[src/sint2dec_pkg.sv]
package sint2dec_pkg;

  localparam int DIGIT_SLOTS_DEF = 10;

  localparam logic [7:0] ASCII_ZERO  = 8'd48;
  localparam logic [7:0] ASCII_MINUS = 8'd45;

  // ceil(2^35 / 10): quotient by ten is (x * RECIP_10) >> 35 for any 32-bit x
  localparam logic [31:0] RECIP_10   = 32'hCCCC_CCCD;
  localparam int          RECIP_SHIFT = 35;

  typedef struct packed {
    logic        negative;
    logic [31:0] magnitude;
  } sint2dec_item_t;

  typedef struct packed {
    logic full;
    logic empty;
  } sint2dec_qstat_t;

endpackage

[src/sint2dec_front.sv]
module sint2dec_front
  import sint2dec_pkg::*;
(
  input  logic                  in_valid,
  output logic                  in_stall,
  input  logic signed [31:0]    in_value,
  input  sint2dec_qstat_t       q_stat,
  output logic                  q_push,
  output sint2dec_item_t        q_item
);

  logic [31:0] raw;

  assign raw      = in_value;
  assign in_stall = q_stat.full;
  assign q_push   = in_valid && !q_stat.full;

  // unsigned negate: the most negative value keeps its true magnitude
  assign q_item.negative  = raw[31];
  assign q_item.magnitude = raw[31] ? (32'd0 - raw) : raw;

endmodule

[config.mk]
export PLATFORM = sky130hd
export DESIGN_NAME = sint2dec_front
export DESIGN_NICKNAME = d
export VERILOG_FILES = /design/src/sint2dec_pkg.sv /design/src/sint2dec_front.sv
export SDC_FILE = /design/constraint.sdc
export NUM_CORES = 1
export LEC_CHECK = 0
export BUFFER_PORTS_ARGS = -buffer_cell sky130_fd_sc_hd__buf_4
export CAP_MARGIN = 20
export CORE_UTILIZATION = 40
export DETAILED_ROUTE_END_ITERATION = 6
export PLACE_DENSITY = 0.84
export SLEW_MARGIN = 20
export SYNTH_ARGS = -nofsm -noshare
export SYNTH_HDL_FRONTEND = slang
export SYNTH_SLANG_ARGS = --single-unit
[constraint.sdc]
create_clock -name vclk -period 2
set_input_delay 0.1 -clock vclk [all_inputs]
set_output_delay 0.1 -clock vclk [all_outputs]
set_load 0.05 [all_outputs]
## Yosys cells after proc, flatten, opt, wreduce, memory -nomap -nowiden

Index checks and enable logic that the tools add are counted.

| word-level totals | value |
|---|---|
| bits in latches | 0 |
| bits of input ports | 35 |
| memories kept | 0 |
| flip-flop bits (word level) | 0 |
| word-level logic and storage cells | 4 |
| ROM bits | 0 |
| memory bits (writable) | 0 |

| cells by class | value |
|---|---|
| mux-type cells | 1 |
| add/sub/neg operators | 1 |
| div/mod/pow operators | 0 |
| bitwise gates (word level) | 0 |
| shift-type cells | 0 |
| order comparisons | 0 |
| reductions and logical operators | 2 |
| equality and inequality tests | 0 |
| $mul | 0 |

Operators with widths:

| operator | count |
|---|---|
| $mux W32 | 1 |
| $sub A1 B32 Y32 const A | 1 |
| $logic_and A1 B1 Y1 | 1 |
| $logic_not A1 Y1 | 1 |

## Logic depth before layout (Yosys ltp)

| depth | value |
|---|---|
| depth in word-level cells | 2 |
| depth in mapped cells | 6 |
| depth with buffers taken out | 6 |

## Worst setup path after synthesis

No wires, ideal clock.

| path | value |
|---|---|
| path type | input to output |
| start | in in_value[14] |
| end | out q_item[31] (netlist name) |
| setup slack | -0.004 ns |
| required time | 1.900 ns |
| cell stages on the path | 4 |
| data arrival time | 1.904 ns |
| path through | nor4_1 -> nand3_2 -> buf_6 -> nor3_1 |

RTL lines:

| what | RTL line | text |
|---|---|---|
| start: declaration | sint2dec_front.sv:6 | `input logic signed [31:0] in_value,` |
| end: declaration | sint2dec_front.sv:9 | `output sint2dec_item_t q_item` |

==> flow_summary_export.csv <==
group,metric,value,unit
power,p_clk_share,0,%
routing,drt_pass1_iterations,4,
finish,drive_gt1_share,53.5,%
place,io_buffers,69,
sta,period_minus_slack,1.99,ns
clock_network,cts_hold_buf,0,
critical_path,crit_arrival,1.89,ns
power,power.switching,0.000370,W
die,num_rows,15,
power,combPwrFrac,100.0,%
finish,clkbuf_count,0,
die,core_area,0.00180,mm^2
power,irDropWorstVdd,0.274,mV
sta,setup_viol,0,
synthesis,yosysWarnings,0,
sta,max-slew-margin-rel,69.5,%
sta,drv_slew,0,
critical_path,startpoint_type,"primary input",
sta,rsz0062_at_grt,"yes",
sta,hold_ws,0.466,ns
place,finalWeightedCongestion,0.790,
synthesis,yosysTopAreaCellShare,32.0,%
power,p_leak,0.544,nW
routing,route.detailed.drc,0,
global_routing,first_global_vias,962,
routing,num_vias,1066,
finish,final_nets,210,
finish,seq_cell_count,0,
routing,via_per_inst,5.41,
global_routing,grt_pass1_wl,3.82,mm
global_routing,antenna_found_initial,0,
run,drv_cap,0,
die,ios,70,
finish,finish.instance_area,0.00139,mm^2
routing,final_antenna_net_count,0,
die,initial_core_util,44.1,%
die,die_w,46.6,um
place,postPlaceCellArea,0.00133,mm^2
critical_path,critPathLaunch,"in_value[1]",
critical_path,crit_type,"primary input to output port",
power,power.total,0.000566,W
power,swShare,65.4,%
sta,period_share,99.3,%
critical_path,endpoint_kind,"output port",
worst_hold_path,hp-class,"primary input to output port",
synthesis,postSynthCellCount,104,
power,seqPwrFrac,0,%
power,power.density,407,mW/mm^2
finish,syn_to_final_growth,74.8,%
routing,wl_per_cell,13.5,um
global_routing,grt_use_total,23.3,%
critical_path,setup.worst_path.end,"q_item[28]",
finish,fin_util,77.1,%
synthesis,synth.area.top_cells,"xnor2_1, o31ai_1, o41ai_2",
die,die_y,46.6,um
synthesis,synth.most_common_cell,"xnor2_1",
sta,worstMarginPinSlew,0.456,ns
finish,fillers,141,
synthesis,syn_nets,140,
sta,final_hold_viol_count,0,
finish,seq_area,0,um^2
outcome,outcome,"finished, final reports clean",
global_routing,overflow,0,
synthesis,synthTopCellsByCount,"xnor2_1, o31ai_1, nand2_1",
synthesis,yosys.area.top_type,"xnor2_1",
finish,diodes,0,
synthesis,ys_seq_area_share,0,%
power,p_int,0.000196,W
critical_path,crit_path_max_fanout,3,
routing,wl,2.67,mm
synthesis,avgSynthCellArea,7.64,um^2
synthesis,syn_area,795,um^2
place,dp_hpwl,2.09,mm
sta,fmax,0.504,GHz
global_routing,grt_max_degree,34,
routing,dr.first_iter.drc_count,10,
synthesis,ys_types,29,
critical_path,cp.required,1.90,ns
die,die_area,0.00217,mm^2
-- timing repair --
item	CTS	global route
gates resized for setup	0	9
setup endpoints to repair	0	2
buffers inserted	0	4
-- cells by family (layout without fill, tap and decap cells) --
kind of cell    count (synthesis)  in the layout  synth area share, %
fa+ha+maj                       1              1                 1.57
compound gates                 27             27                 29.3
buf+inv                        12             80                 8.19
xor+xnor                       29             29                 32.0
simple gates                   35             35                 29.0
-- cell usage in the layout (no fill, tap or decap), types with 2 or more instances in the layout --
cell type and count:
buf_4 75, xnor2_1 29, o31ai_1 13, nand2_1 8, nor2_1 7, o21ai_0 6
o41ai_2 4, o41ai_1 3, nor4_4 2, nor4_1 2, nand4_1 2, nor3_1 2
nand3_1 2
-- worst min-delay path by stage --
stage / start / end / slack [ns] / cells past startpoint
floorplan: q_stat[1] / in_stall / 0.37 / 1
global placement: q_stat[1] / in_stall / 0.46 / 2
detailed placement: q_stat[1] / in_stall / 0.47 / 2
CTS: q_stat[1] / in_stall / 0.47 / 2
global route: q_stat[1] / in_stall / 0.48 / 2
finish: q_stat[1] / in_stall / 0.47 / 2
-- critical path, cell delays in order --
cell,delay [ns]
buf_8,0.10
inv_4,0.05
ha_4,0.13
or4b_4,0.48
or3_4,0.41
o31ai_4,0.26
xnor2_1,0.14
buf_4,0.21
-- power by group through the flow --
| stage | clock network (W) | logic (W) | registers (W) |
|---|---|---|---|
| floorplan | 0 | 0.000355 | 0 |
| global placement | 0 | 0.000546 | 0 |
| detailed placement | 0 | 0.000553 | 0 |
| CTS | 0 | 0.000554 | 0 |
| global route | 0 | 0.000589 | 0 |
| finish | 0 | 0.000566 | 0 |
-- final cells by class --
class / instances / area (um^2) / share of cell area, %
Multi-Input combinational cell: 92 / 754 / 54.3
Inverter: 3 / 13.8 / 0.991
Timing Repair Buffer: 77 / 589 / 42.4
Tap cell: 25 / 31.3 / 2.25
-- per-stage QoR --
step,cells,TNS (ns),setup slack (ns)
2_1_floorplan,104,0,0.124
3_3_place_gp,193,0,0.0921
3_5_place_dp,193,0,0.000173
4_1_cts,193,0,0.00180
5_1_grt,197,-0.0445,-0.0433
6_report,197,0,0.0149
-- metal layers --
layer / vias to the layer above / track usage (%) / wire (um)
met5: - / 0 / 0
met4: 0 / 4.71 / 16
met3: 2 / 0.784 / 129
met2: 42 / 46.9 / 1520
met1: 500 / 26.0 / 998
li1: 522 / - / -
Note: power is estimated with default switching activity, not from simulation.
