===== src/sint2dec_pkg.sv =====
package sint2dec_pkg;

  localparam int DIGIT_SLOTS_DEF = 10;

  localparam logic [7:0] ASCII_ZERO  = 8'd48;
  localparam logic [7:0] ASCII_MINUS = 8'd45;

  // ceil(2^35 / 10): quotient by ten is (x * RECIP_10) >> 35 for any 32-bit x
  localparam logic [31:0] RECIP_10   = 32'hCCCC_CCCD;
  localparam int          RECIP_SHIFT = 35;

  typedef struct packed {
    logic        negative;
    logic [31:0] magnitude;
  } sint2dec_item_t;

  typedef struct packed {
    logic full;
    logic empty;
  } sint2dec_qstat_t;

endpackage


===== src/sint2dec_queue.sv =====
module sint2dec_queue
  import sint2dec_pkg::*;
(
  input  logic            clk,
  input  logic            rst_n,
  input  logic            push,
  input  sint2dec_item_t  push_item,
  input  logic            pop,
  output sint2dec_item_t  head_item,
  output sint2dec_qstat_t stat
);

  localparam int DEPTH = 2;
  localparam int PTR_W = $clog2(DEPTH);
  localparam int CNT_W = $clog2(DEPTH + 1);

  sint2dec_item_t       mem_r [DEPTH];
  logic [PTR_W-1:0]     wr_ptr_r, wr_ptr_nxt;
  logic [PTR_W-1:0]     rd_ptr_r, rd_ptr_nxt;
  logic [CNT_W-1:0]     count_r, count_nxt;
  logic                 do_push, do_pop;

  assign stat.full  = (count_r == CNT_W'(DEPTH));
  assign stat.empty = (count_r == '0);
  assign do_push    = push && !stat.full;
  assign do_pop     = pop && !stat.empty;
  assign head_item  = mem_r[rd_ptr_r];

  always_comb begin
    wr_ptr_nxt = wr_ptr_r;
    rd_ptr_nxt = rd_ptr_r;
    count_nxt  = count_r;
    if (do_push) begin
      wr_ptr_nxt = (wr_ptr_r == PTR_W'(DEPTH - 1)) ? '0 : wr_ptr_r + 1'b1;
    end
    if (do_pop) begin
      rd_ptr_nxt = (rd_ptr_r == PTR_W'(DEPTH - 1)) ? '0 : rd_ptr_r + 1'b1;
    end
    if (do_push && !do_pop) begin
      count_nxt = count_r + 1'b1;
    end else if (do_pop && !do_push) begin
      count_nxt = count_r - 1'b1;
    end
  end

  always_ff @(posedge clk) begin
    if (!rst_n) begin
      wr_ptr_r <= '0;
      rd_ptr_r <= '0;
      count_r  <= '0;
    end else begin
      wr_ptr_r <= wr_ptr_nxt;
      rd_ptr_r <= rd_ptr_nxt;
      count_r  <= count_nxt;
    end
  end

  always_ff @(posedge clk) begin
    if (do_push) begin
      mem_r[wr_ptr_r] <= push_item;
    end
  end

endmodule


===== config.mk =====
export PLATFORM = sky130hd
export DESIGN_NAME = sint2dec_queue
export DESIGN_NICKNAME = d
export VERILOG_FILES = /design/src/sint2dec_pkg.sv /design/src/sint2dec_queue.sv
export SDC_FILE = /design/constraint.sdc
export NUM_CORES = 1
export LEC_CHECK = 0
export ABC_AREA = 1
export BUFFER_PORTS_ARGS = -buffer_cell sky130_fd_sc_hd__buf_4
export CORE_MARGIN = 2
export CORE_UTILIZATION = 45
export CTS_CLUSTER_DIAMETER = 50
export CTS_CLUSTER_SIZE = 24
export DETAILED_ROUTE_END_ITERATION = 6
export PLACE_DENSITY = 0.78
export RECOVER_POWER = 100
export SYNTH_ARGS = -nofsm -noshare
export SYNTH_HDL_FRONTEND = slang
export SYNTH_SLANG_ARGS = --single-unit

===== constraint.sdc =====
create_clock -name clk -period 3.35 [get_ports clk]
set_clock_uncertainty 0.15 [all_clocks]
set_input_delay 0.335 -clock clk [delete_from_list [all_inputs] [get_ports clk]]
set_output_delay 0.335 -clock clk [all_outputs]
set_load 0.005 [all_outputs]

# Word-level counts from Yosys, hierarchy flattened
# Memory sizes are Yosys's and may differ from the RTL's. A register that Yosys moved wholly into a read port is not among the register bits.
# Index checks and enable logic that the tools add are counted.
# word_totals
ff_bits,4
mem_bits_rw,66
input_bits,37
out_inout_bits,35
word_cells,27
n_memories,1
# classes
add_sub_neg,4
eq_ne,1
mux,8
reduce_logical,10
# memory_table
name,words,width,read_ports,rd_ports_with_merged_regs,write_ports,line,text
mem_r,2,33,1,1,1,sint2dec_queue.sv:17,sint2dec_item_t mem_r [DEPTH];
# ops
cell,count
1-bit 2-to-1 mux,6
1-bit logical AND,4
1-bit logical NOT,4
2-bit 2-to-1 mux,2
"1-bit adder, second input constant",2
"2-bit by 1-bit adder with 2-bit output, second input constant",1
"2-bit equality test, second input constant",1
2-bit logical NOT,1
2-bit nonzero test,1
"2-bit by 1-bit subtractor with 2-bit output, second input constant",1

# Longest topological paths before layout
# logic_depth
word_depth,7
depth_mapped,10
ltp_nobuf,10

# Worst setup path before layout
# Ideal clock, no wire load.
# synth_timing
path_type,reg2reg
start,reg count_r[0]
end,"mem mem_r[1][0] in the netlist's numbering, enable pin"
setup_time_ns,0.423
t_arrival_ns,1.874
required_ns,2.777
slack_ns,0.903
path_stages_with_launch,3
path_buffers,0
period_less_slack_ns,2.447
cell_sequence,dfxtp_1 o21ai_2 nor2_1
# synth_between
elab_chain_len,5
# synth_lines
element,line,text
start: declaration,sint2dec_queue.sv:20,"logic [CNT_W-1:0] count_r, count_nxt;"
start signal: assignment,sint2dec_queue.sv:54,count_r <= count_nxt;
2-bit equality test,sint2dec_queue.sv:23,assign stat.full = (count_r == CNT_W'(DEPTH));
1-bit logical NOT,sint2dec_queue.sv:25,assign do_push = push && !stat.full;
1-bit logical AND,sint2dec_queue.sv:25,
1-bit 2-to-1 mux,sint2dec_queue.sv:59,if (do_push) begin
1-bit 2-to-1 mux (not written as such),sint2dec_queue.sv:60,mem_r[wr_ptr_r] <= push_item;
end: declaration,sint2dec_queue.sv:17,
# No other way between the ends.

# Worst setup path in the final report
# layout_timing
start,reg count_r[0]
end,"mem mem_r[1][2] in the netlist's numbering, enable pin"
# Same word-level chain as after synthesis.

==> impl_metrics.json <==
{
  "power_density_nw_per_um2": 728,
  "drive_gt1_share_pct": 36.9,
  "worst_slack_ps": 835,
  "grt_pass1_wl_mm": 6.38,
  "insertion_delay_ps": 320,
  "synth_fp_nets": 179,
  "cts_tree": "done",
  "yosysWarnings": 0,
  "worst_pin_slew_ps": 1720,
  "clk_pin_slew_ps": 80,
  "first_pass_iters": 4,
  "multi_input_area_um2": 488,
  "synth_cells": 141,
  "ctsResizeCount": 0,
  "routed-via-count": 1410,
  "p_clk_share_pct": 31.3,
  "timing.fmax_mhz": 398,
  "dieHeight_um": 82.6,
  "io_buffers": 71,
  "synth_compound_area_share_pct": 0.854,
  "end_kind": "register",
  "io_pins": 72,
  "cts_htree_levels": 3,
  "cts_setup_buffers": 0,
  "rsz0062_at_grt": "no",
  "clock_sinks": 71,
  "hold_viol": 0,
  "clk_path_buf_depth": 2,
  "gp_congestion": 0.687,
  "switchingPower_mw": 0.597,
  "rows": 28,
  "cts_inserted_buffers": 9,
  "antenna_found_initial": 0,
  "diodes": 0,
  "pre_cts_ws_ps": 1490,
  "p_seq_share_pct": 46.5,
  "core_um2": 5960,
  "drv_cap": 2,
  "synth_fa_ha_area_share_pct": 0.450,
  "worst_ep_required_time_ps": 3120,
  "grt_pass1_vias": 1439,
  "drcViolationCount": 0,
  "die_x_um": 82.6,
  "intPower_mw": 1.90,
  "power.share.switching_pct": 23.9,
  "ys_seq_area_share_pct": 74.8,
  "nets": 258,
  "start_util_pct": 46.7,
  "vdd_drop_max_uv": 395,
  "n_fill_cell": 493,
  "wire_per_inst_um": 14.8,
  "first_iter_violations": 62,
  "finalCritPeriodShare_pct": 75.1,
  "grt_max_degree": 34,
  "status": "complete, but fails checks",
  "period_minus_slack_ps": 2510,
  "synth_seq_cells": 71,
  "hold_path_class": "input port to register",
  "leakagePower_nw": 1.30,
  "cts.hold.buffers_added": 0,
  "arrival_ps": 2280,
  "synth.avg_cell_area_um2": 19.7,
  "setup-violations-final": 0,
  "synthSimpleGateAreaFrac_pct": 2.70,
  "area_delta_synth_final_pct": 23.4,
  "ant_nets": 0,
  "grt_use_total_pct": 13.4,
  "grt_overflow": 0,
  "synth_xor_area_share_pct": 0,
  "combPwrFrac_pct": 22.3,
  "drv_slew": 68,
  "crit_type": "register to register",
  "critPathMaxFanout": 33,
  "netlist_area_um2": 2780,
  "max-slew-margin-rel_pct": -14.6,
  "synth.mux.area_fraction_pct": 17.4,
  "vias_per_cell": 4.70,
  "synth_top_family_by_area": "multiplexers",
  "register_area_um2": 2080,
  "die_area_um2": 6830,
  "hpwl_mm": 2.99,
  "violations": "max-capacitance violations, max-slew violations",
  "worstSetupStartpointType": "register",
  "ys_types": 15,
  "cts_root_buffer": "clkbuf_8",
  "fin_tns_setup_ps": 0,
  "routed_wl_mm": 4.44
}
power by group through the flow:
stage | Sequential (mW) | Combinational (mW) | Clock, mW
5_1_grt | 1.17 | 0.625 | 0.829
3_3_place_gp | 1.18 | 0.677 | 0
3_5_place_dp | 1.19 | 0.686 | 0
4_1_cts | 1.17 | 0.686 | 0.798
6_report | 1.16 | 0.557 | 0.782
2_1_floorplan | 1.18 | 0.440 | 0
state kept, by name, summed over array words and instances, names as in the netlist, named ones only:
signal	count
mem_r	66
count_r	2
rd_ptr_r	1
wr_ptr_r	1
synth_stat cells:
| cell | count | area share [%] |
|---|---|---|
| edfxtp_1 | 66 | 71 |
| mux2_4 | 30 | 16 |
| nor2_1 | 11 | 1.5 |
| inv_1 | 9 | 1.2 |
| nand2_1 | 6 | 0.81 |
| dfxtp_1 | 5 | 3.6 |
| buf_12 | 3 | 2.2 |
| mux2_2 | 3 | 1.2 |
| o21ai_0 | 2 | 0.36 |
| a21oi_1 | 1 | 0.18 |
| buf_6 | 1 | 0.40 |
| ha_1 | 1 | 0.45 |
| nand3_1 | 1 | 0.18 |
| nand4_1 | 1 | 0.22 |
| o21ai_2 | 1 | 0.31 |
kinds of logic (layout without fill, tap and decap cells):
logic type | Yosys count | after routing
flip-flops | 71 | 71
multiplexers | 33 | 33
AND/OR/NAND/NOR | 19 | 19
buffers and inverters | 13 | 97
adder cells (fa/ha/maj) | 1 | 1
AO/OA/AOI/OAI | 4 | 4
critical path, stage by stage, from the launching register on:
cell and delay [ps]:
dfxtp_1 390, o21ai_0 230, nor2_2 1320
layout make-up:
class                      count  share of cell area [%]
sequential                    71                    60.6
timing repair buffer          72                    14.6
multi-input combinational     57                    14.2
clock buffer                  10                    3.72
clock inverter                 6                    3.17
tap                           75                    2.73
inverter                       9                   0.984
through the flow:
stage | power (mW) | instance area [um2] | instances | util (%) | hold WS (ps)
finish | 2.50 | 3430 | 300 | 57.7 | 58.8
global route | 2.63 | 3430 | 300 | 57.7 | 41.1
CTS | 2.65 | 3600 | 300 | 60.4 | 19.7
detailed placement | 1.87 | 3360 | 284 | 56.4 | 345
global placement | 1.86 | 3360 | 284 | 56.4 | 335
floorplan | 1.62 | 2780 | 141 | - | 284
cell usage in the layout, fill, tap and decap left out:
| cell | count |
|---|---|
| edfxtp_1 | 66 |
| buf_4 | 34 |
| mux2_1 | 29 |
| clkbuf_4 | 27 |
| clkbuf_1 | 11 |
| inv_1 | 9 |
| nor2_1 | 9 |
| clkbuf_8 | 9 |
| nand2_1 | 6 |
| dfxtp_1 | 5 |
| o21ai_0 | 3 |
| mux2_2 | 3 |
| bufinv_16 | 3 |
| nor2_2 | 2 |
| clkinv_2 | 2 |
| mux2_4 | 1 |
| a21oi_1 | 1 |
| nand3_1 | 1 |
| nand4_1 | 1 |
| ha_1 | 1 |
| clkinv_4 | 1 |
| clkbuf_2 | 1 |
metal layers:
layer  share of wire (%)  track usage, %  up-vias
li1                    -               -      682
met1                  37            13.4      683
met2                  57            24.9       40
met3                 4.4            2.72        5
met4                 1.7            8.85        0
met5                   0               0        -
worst paths after layout:
kind / start / to / slack (ps) / depth (start not counted)
setup reg to reg: count_r[0] / mem_r[1][2] / 840 / 2
hold reg to reg: rd_ptr_r / rd_ptr_r / 360 / 2
setup / recovery: count_r[0] / mem_r[1][2] / 840 / 2
hold / removal: push_item[30] / mem_r[1][30] / 60 / 1
(Power assumes the default switching activity.)
